$ cat config.mk
export PLATFORM = sky130hd
export DESIGN_NAME = tgrf_ctrl
export DESIGN_NICKNAME = d
export VERILOG_FILES = /design/src/design/tgrf_pkg.sv /design/src/design/tgrf_ctrl.sv
export SDC_FILE = /design/constraint.sdc
export NUM_CORES = 1
export LEC_CHECK = 0
export ABC_AREA = 1
export BUFFER_PORTS_ARGS = -buffer_cell sky130_fd_sc_hd__buf_4
export CAP_MARGIN = 20
export CELL_PAD_IN_SITES_DETAIL_PLACEMENT = 2
export CELL_PAD_IN_SITES_GLOBAL_PLACEMENT = 2
export CORE_ASPECT_RATIO = 2
export CORE_UTILIZATION = 26
export CTS_CLUSTER_SIZE = 10
export DETAILED_ROUTE_END_ITERATION = 12
export PLACE_DENSITY_LB_ADDON = 0.1
export SLEW_MARGIN = 20
export SYNTH_ARGS = -nofsm -noshare
export SYNTH_HDL_FRONTEND = slang
export SYNTH_SLANG_ARGS = --single-unit
$ cat constraint.sdc
create_clock -name clk -period 2.69 [get_ports clk]
set_input_delay 0.1345 -clock clk [delete_from_list [all_inputs] [get_ports clk]]
set_output_delay 0.1345 -clock clk [all_outputs]
set_load 0.02 [all_outputs]
$ cat src/design/tgrf_pkg.sv
// Shared constants, codes, command/status types and offset tables of the tile grid fill engine.
package tgrf_pkg;

  localparam int MAX_SIDE    = 64;
  localparam int CELL_BITS   = 4;
  localparam int DEPTH       = MAX_SIDE * MAX_SIDE;
  localparam int ADDR_W      = $clog2(DEPTH);
  localparam int COORD_W     = $clog2(MAX_SIDE);
  localparam int SIDE_W      = 7;
  localparam int PT_W        = 8;
  localparam int EXT_W       = PT_W + 1;
  localparam int CODE_W      = 4;
  localparam int CFG_INDEX_W = 2;
  localparam int CFG_DATA_W  = 7;
  localparam int NBR_COUNT   = 8;
  localparam int NBR_IDX_W   = $clog2(NBR_COUNT);
  localparam int IN_DATA_W   = 40;
  localparam int OUT_DATA_W  = 24;

  typedef enum logic [1:0] {
    OP_READ  = 2'd0,
    OP_WRITE = 2'd1,
    OP_FILL  = 2'd2,
    OP_NBR   = 2'd3
  } opcode_t;

  typedef enum logic [CFG_INDEX_W-1:0] {
    CFG_COLUMNS = 2'd0,
    CFG_ROWS    = 2'd1,
    CFG_FLOOR   = 2'd2
  } cfg_reg_t;

  typedef enum logic [1:0] {
    OUT_DONE = 2'd0,
    OUT_READ = 2'd1,
    OUT_NBR  = 2'd2
  } out_kind_t;

  typedef struct packed {
    logic      in_ready;
    logic      capture;
    logic      decode;
    logic      clear_step;
    logic      write_cell;
    logic      fill_step;
    logic      nbr_step;
    logic      load_out;
    out_kind_t out_kind;
  } dp_cmd_t;

  typedef struct packed {
    opcode_t op;
    logic    pt_in;
    logic    fill_empty;
    logic    fill_x_end;
    logic    fill_y_end;
    logic    nbr_final;
    logic    clear_last;
    logic    out_free;
  } dp_status_t;

  // Neighbour order: NW, N, NE, W, E, SW, S, SE
  function automatic logic signed [1:0] nbr_dx(logic [NBR_IDX_W-1:0] i);
    logic signed [1:0] d;
    case (i) inside
      3'd0, 3'd3, 3'd5: d = -2'sd1;
      3'd1, 3'd6:       d = 2'sd0;
      default:          d = 2'sd1;
    endcase
    return d;
  endfunction

  function automatic logic signed [1:0] nbr_dy(logic [NBR_IDX_W-1:0] i);
    logic signed [1:0] d;
    case (i) inside
      3'd0, 3'd1, 3'd2: d = -2'sd1;
      3'd3, 3'd4:       d = 2'sd0;
      default:          d = 2'sd1;
    endcase
    return d;
  endfunction

endpackage

$ cat src/design/tgrf_ctrl.sv
// Controller state machine: clear sweep, decode and sequencing of each operation.
module tgrf_ctrl (
  input  logic                 clk,
  input  logic                 rst,
  input  logic                 in_valid,
  input  tgrf_pkg::dp_status_t stat,
  output tgrf_pkg::dp_cmd_t    cmd
);
  import tgrf_pkg::*;

  typedef enum logic [8:0] {
    ST_CLEAR  = 9'b000000001,
    ST_IDLE   = 9'b000000010,
    ST_DECODE = 9'b000000100,
    ST_READ   = 9'b000001000,
    ST_RDATA  = 9'b000010000,
    ST_WRITE  = 9'b000100000,
    ST_FILL   = 9'b001000000,
    ST_RESP   = 9'b010000000,
    ST_NBR    = 9'b100000000
  } state_t;

  state_t state;
  state_t state_next;

  always_ff @(posedge clk) begin
    if (rst) begin
      state <= ST_CLEAR;
    end else begin
      state <= state_next;
    end
  end

  always_comb begin
    state_next   = state;
    cmd          = '0;
    cmd.out_kind = OUT_DONE;
    unique case (state)
      ST_CLEAR: begin
        cmd.clear_step = 1'b1;
        if (stat.clear_last) state_next = ST_IDLE;
      end
      ST_IDLE: begin
        cmd.in_ready = 1'b1;
        if (in_valid) begin
          cmd.capture = 1'b1;
          state_next  = ST_DECODE;
        end
      end
      ST_DECODE: begin
        cmd.decode = 1'b1;
        unique case (stat.op)
          OP_READ:  state_next = stat.pt_in ? ST_READ : ST_RESP;
          OP_WRITE: state_next = stat.pt_in ? ST_WRITE : ST_RESP;
          OP_FILL:  state_next = stat.fill_empty ? ST_RESP : ST_FILL;
          OP_NBR:   state_next = ST_NBR;
          default:  state_next = ST_RESP;
        endcase
      end
      ST_READ: begin
        state_next = ST_RDATA;
      end
      ST_RDATA: begin
        if (stat.out_free) begin
          cmd.load_out = 1'b1;
          cmd.out_kind = OUT_READ;
          state_next   = ST_IDLE;
        end
      end
      ST_WRITE: begin
        if (stat.out_free) begin
          cmd.write_cell = 1'b1;
          cmd.load_out   = 1'b1;
          state_next     = ST_IDLE;
        end
      end
      ST_FILL: begin
        cmd.fill_step = 1'b1;
        if (stat.fill_x_end && stat.fill_y_end) state_next = ST_RESP;
      end
      ST_RESP: begin
        if (stat.out_free) begin
          cmd.load_out = 1'b1;
          state_next   = ST_IDLE;
        end
      end
      ST_NBR: begin
        if (stat.out_free) begin
          cmd.load_out = 1'b1;
          cmd.out_kind = OUT_NBR;
          cmd.nbr_step = 1'b1;
          if (stat.nbr_final) state_next = ST_IDLE;
        end
      end
      default: state_next = ST_IDLE;
    endcase
  end

endmodule

After elaboration in Yosys (flattened, before gate mapping)
Index checks and enable logic that the tools add are counted.
{"block": "totals", "n_memories": 0, "latch_bits": 0, "inputBits": 12, "output_inout_bits": 10, "rom_bits": 0, "regBits": 9, "ram_bits": 0}
{"block": "op_classes", "reduce_logical": 5, "addsub": 0, "eq_ne": 18, "div_mod_pow": 0, "bitwise_logic": 0, "multipliers": 0, "n_lt_le_gt_ge": 0, "n_shift": 0, "mux": 23}
{"op": "one-hot mux 9 bit (7 select lines)", "n": 1}
{"op": "2-to-1 mux 9 bit", "n": 6}
{"op": "one-hot mux 9 bit (4 select lines)", "n": 1}
{"op": "2-to-1 mux 8 bit", "n": 3}
{"op": "inequality test 2 bit, second input constant", "n": 5}
{"op": "equality test 9 x 1 -> 1 bit, second input constant", "n": 1}
{"op": "equality test 9 x 2 -> 1 bit, second input constant", "n": 1}
{"op": "equality test 9 x 3 -> 1 bit, second input constant", "n": 1}
{"op": "equality test 9 x 4 -> 1 bit, second input constant", "n": 1}
{"op": "equality test 9 x 5 -> 1 bit, second input constant", "n": 1}
{"op": "equality test 9 x 6 -> 1 bit, second input constant", "n": 1}
{"op": "equality test 9 x 7 -> 1 bit, second input constant", "n": 1}
{"op": "equality test 9 x 8 -> 1 bit, second input constant", "n": 1}
{"op": "equality test 9 bit, second input constant", "n": 1}
{"op": "2-to-1 mux 1 bit", "n": 7}
{"op": "AND reduction 6 bit", "n": 1}
{"op": "equality test 2 bit, second input constant", "n": 2}
{"op": "2-to-1 mux 4 bit", "n": 1}
{"op": "one-hot mux 2 bit (2 select lines)", "n": 1}
{"op": "2-to-1 mux 3 bit", "n": 1}
{"op": "one-hot mux 1 bit (3 select lines)", "n": 1}
{"op": "OR reduction 3 bit", "n": 1}
{"op": "equality test 2 x 1 -> 1 bit, second input constant", "n": 1}
{"op": "zero test 2 bit", "n": 1}
{"op": "other kinds (4)", "n": 4}

Depth between registers and ports, before layout
{"block": "logic_depth", "ltp_word": 4, "depth_mapped": 10}

Least setup slack after synthesis
No wires, ideal clock.
{"block": "synth_timing", "path_kind": "register to register", "start": "register state[0]", "end": "register state[5]", "path_slack_ns": 1.365, "n_path_buf": 0, "period_less_slack_ns": 1.325, "arrival_time_ns": 1.261, "stages_incl_launch_ff": 8, "path_cell_list": "dfxtp_1 > inv_1 > nand2_1 > nor4_4 > nand2_1 > nor2_1 > nor2_1 > nor2_1"}
{"block": "synth_via", "elab_chain_len": 4}
{"item": "start: declaration", "line_no": "tgrf_ctrl.sv:23", "text": "state_t state;"}
{"item": "start signal: assignment", "line_no": "tgrf_ctrl.sv:30", "text": "state <= state_next;"}
{"item": "equality test 9 x 8 -> 1 bit, or another cell as far along", "line_no": "tgrf_ctrl.sv:38", "text": "unique case (state)"}
{"item": "OR reduction 3 bit (no line)"}
{"item": "inequality test 2 x 1 -> 1 bit (no line)"}
{"item": "AND reduction 6 bit (no line)"}
Several ways; a longest one is shown, not always the timed one.
A chain may end at the register's enable or synchronous reset.

==> run metrics <==
synth unique cells 19; final setup fails 0; synthesized area per cell about 5.5 µm²; max-slew violations 0; clock tree from TritonCTS built; initial antenna violation count 0; Placer Congestion approximately 0.77; library cell contributing the largest single delay on the critical path sky130_fd_sc_hd__dfxtp_1; sequential-to-total area share from yosys stat 24.2%; outcome complete, no violations; most instantiated library cell after synthesis sky130_fd_sc_hd__nor2_1; number of warning messages in the yosys log 0; CP Launch Type flip-flop; first-iteration detailed-routing DRC count 18; gr usage total around a fifth; total congestion overflow after global routing 0; mapped cell area ~750 µm²; vias after detailed routing about 940; Period Utilization, post-route 61.3%; RSZ-0062 raised after global routing no; Std-Cell Rows 27; Synth top cells by count sky130_fd_sc_hd__nor2_1, sky130_fd_sc_hd__nand2_1, sky130_fd_sc_hd__inv_1; worst path cell trace nor2_1 > nand2_1 > inv_1 > nand3_1 > nand3_1 > o21a_1 > buf_4; pin count of the biggest net entering global routing 8; number of I/O pins 22; Max Cap Viol 0; Max H-tree Level 1; initial core utilization 27.3%; arrival time at the worst endpoint between 1500 and 2000 ps; Clock power frac approximately 15%; count of endpoints failing hold in the final timing report 0; post-CTS repair timing setup buffer count 0; Root Buffer sky130_fd_sc_hd__clkbuf_8; Vert. Die Dim approximately 78 µm; leakage power summed over all cells roughly 0.53 nW; Critical Path Max Stage Delay a little over 300 ps; placeable core region about 0.0027 mm²; number of buffers and inverters on the critical path 2; largest clock skew in the final design 1.21 ps; ratio of total power to cell area 1040 mW/mm²; Port-buffer cells 21; cells taking the most area after synthesis sky130_fd_sc_hd__dfxtp_1, sky130_fd_sc_hd__nor2_1, sky130_fd_sc_hd__nand2_1, sky130_fd_sc_hd__nand3_1, sky130_fd_sc_hd__inv_1; Power Internal about 0.47 mW; Max rail drop VDD 0.357 mV; Detailed Routing Iterations Pass 1 2; Nets 172; number of nets produced by synthesis 147; max reg flops 9; number of register bits inferred by synthesis 9; Synth-to-Final Area Change 31.0%; Min Clock Period, post-route 1650 ps; ratio of cells with drive above 1 in the final layout between 20% and 30%; number of buffers added by the clock tree synthesis step 3; antenna cell count 0; dominant combinational cell family by area after synthesis simple AND/OR/NAND/NOR gates; Synth Area in Adders 0%; switching part of the total power between 50% and 60%; combinational power share 62.5%; via count of the first global-routing pass 999; top flip-flop cell by instance count after synthesis sky130_fd_sc_hd__dfxtp_1; post-cts resize count 0; path type of the worst min-delay path in -> reg; fraction of synthesized cell area taken by the top area cell type 24.2%; first-pass GRT wire length 4480 µm; Largest delay share family, worst path simple AND/OR/NAND/NOR gates; xor and xnor fraction of the mapped netlist area 0%; Crit path required time around 2600 ps; worst-path fanout max 4; switching power 0.547 mW; max-slew headroom at the worst pin between 70% and 80%; number of nets with antenna violations after detailed routing 0; die extent in x ~40 µm; Clock Tree Buf Depth 2; average wire per cell in the routed design 15.1 µm; timing-limited maximum frequency 606 MHz; cell taking the most area after synthesis sky130_fd_sc_hd__dfxtp_1; part of the power in registers 22.5%; compound-cell area share of the yosys netlist between 3 and 4%; Worst Hold Slack between 90 and 100 ps; Total Neg Setup Slack 0 ps; gate count after technology mapping ~140; routed vias/inst 4.99; total power draw 1.02 mW; die footprint 0.00310 mm²; critical path capture point type output port; count of flip-flops with a built-in enable after synthesis 0; cell repeated most along the worst path sky130_fd_sc_hd__nand3_1; clock sink count 9; multiplexer share of the synthesized area 0%; Crit Path Category reg -> out; latest clock arrival within the worst-skew pair 230 ps; cts hold-fix bufs 0; largest registers state: 9 flops; detailed placement HPWL 2600 µm; final wirelength approximately 2800 µm; number of remaining DRC errors 0; async set or reset register ratio after synthesis 0%; Clock Pin Slew Worst Setup and Hold Paths 40 ps; register with the most flip-flops state; simple-gate portion of the synthesized area 59.9%; transition time at the pin with the least slew margin 364 ps
## cell type report
class	instances	area (µm²)
repair buffers	21	158
multi-input cells	102	469
well taps	29	36.3
flip-flops and latches	9	180
clock buffers	4	45.0
fillers	383	1760
inverters	23	88.8
## worst paths after layout
| kind | startpoint | end | slack (ps) | cells after the start |
|---|---|---|---|---|
| max | state[2] | cmd[2] | 1040 | 7 |
| max reg2reg | state[2] | state[7] | 1060 | 10 |
| min | rst | state[1] | 90 | 2 |
| min reg2reg | state[4] | state[4] | 520 | 2 |
## cell usage in the layout, fill, tap and decap left out
master                      n
sky130_fd_sc_hd__nor2_1    36
sky130_fd_sc_hd__nand2_1   30
sky130_fd_sc_hd__inv_1     21
sky130_fd_sc_hd__buf_4     21
sky130_fd_sc_hd__nand3_1   20
sky130_fd_sc_hd__dfxtp_1    9
sky130_fd_sc_hd__nor3_1     4
sky130_fd_sc_hd__clkbuf_8   3
sky130_fd_sc_hd__nand2_2    2
sky130_fd_sc_hd__a21oi_1    2
sky130_fd_sc_hd__inv_4      1
sky130_fd_sc_hd__nor4_4     1
sky130_fd_sc_hd__o21a_1     1
sky130_fd_sc_hd__nand3_2    1
sky130_fd_sc_hd__nor2_4     1
sky130_fd_sc_hd__nand2_4    1
sky130_fd_sc_hd__o21ai_0    1
sky130_fd_sc_hd__inv_2      1
sky130_fd_sc_hd__nand4_1    1
sky130_fd_sc_hd__or2_2      1
sky130_fd_sc_hd__clkbuf_1   1
## power groups by stage
stage	sequential, mW	clock, mW	combinational (mW)
floorplan	0.215	0	0.450
global placement	0.227	0	0.618
detailed placement	0.232	0	0.648
CTS	0.230	0.160	0.651
global route	0.236	0.167	0.705
finish	0.229	0.153	0.638
## kinds of logic (layout without fill, tap and decap cells)
| group | count (synthesis) | after routing |
|---|---|---|
| and+or+nand+nor | 98 | 98 |
| AOI/OAI and AO/OA | 4 | 4 |
| DFF | 9 | 9 |
| buffers and inverters | 24 | 48 |
## stage by stage
| step | area (µm²) | worst slack, ps | cells | util, % |
|---|---|---|---|---|
| after global routing | 977 | 926 | 188 | 35.7 |
| after global placement | 932 | 1100 | 184 | 34.1 |
| after detailed placement | 932 | 1040 | 184 | 34.1 |
| after CTS | 977 | 1010 | 188 | 35.7 |
| final | 977 | 1040 | 188 | 35.7 |
| after floorplan | 746 | 1370 | 135 | - |
## layer usage
layer | track usage (%) | part of all wire [%]
met2 | 42.9 | 65
met4 | 5.17 | 0.77
met1 | 18.3 | 33
met5 | 0 | 0
met3 | 0.857 | 1.4
No activity file was read; power rests on OpenSTA's default activity.
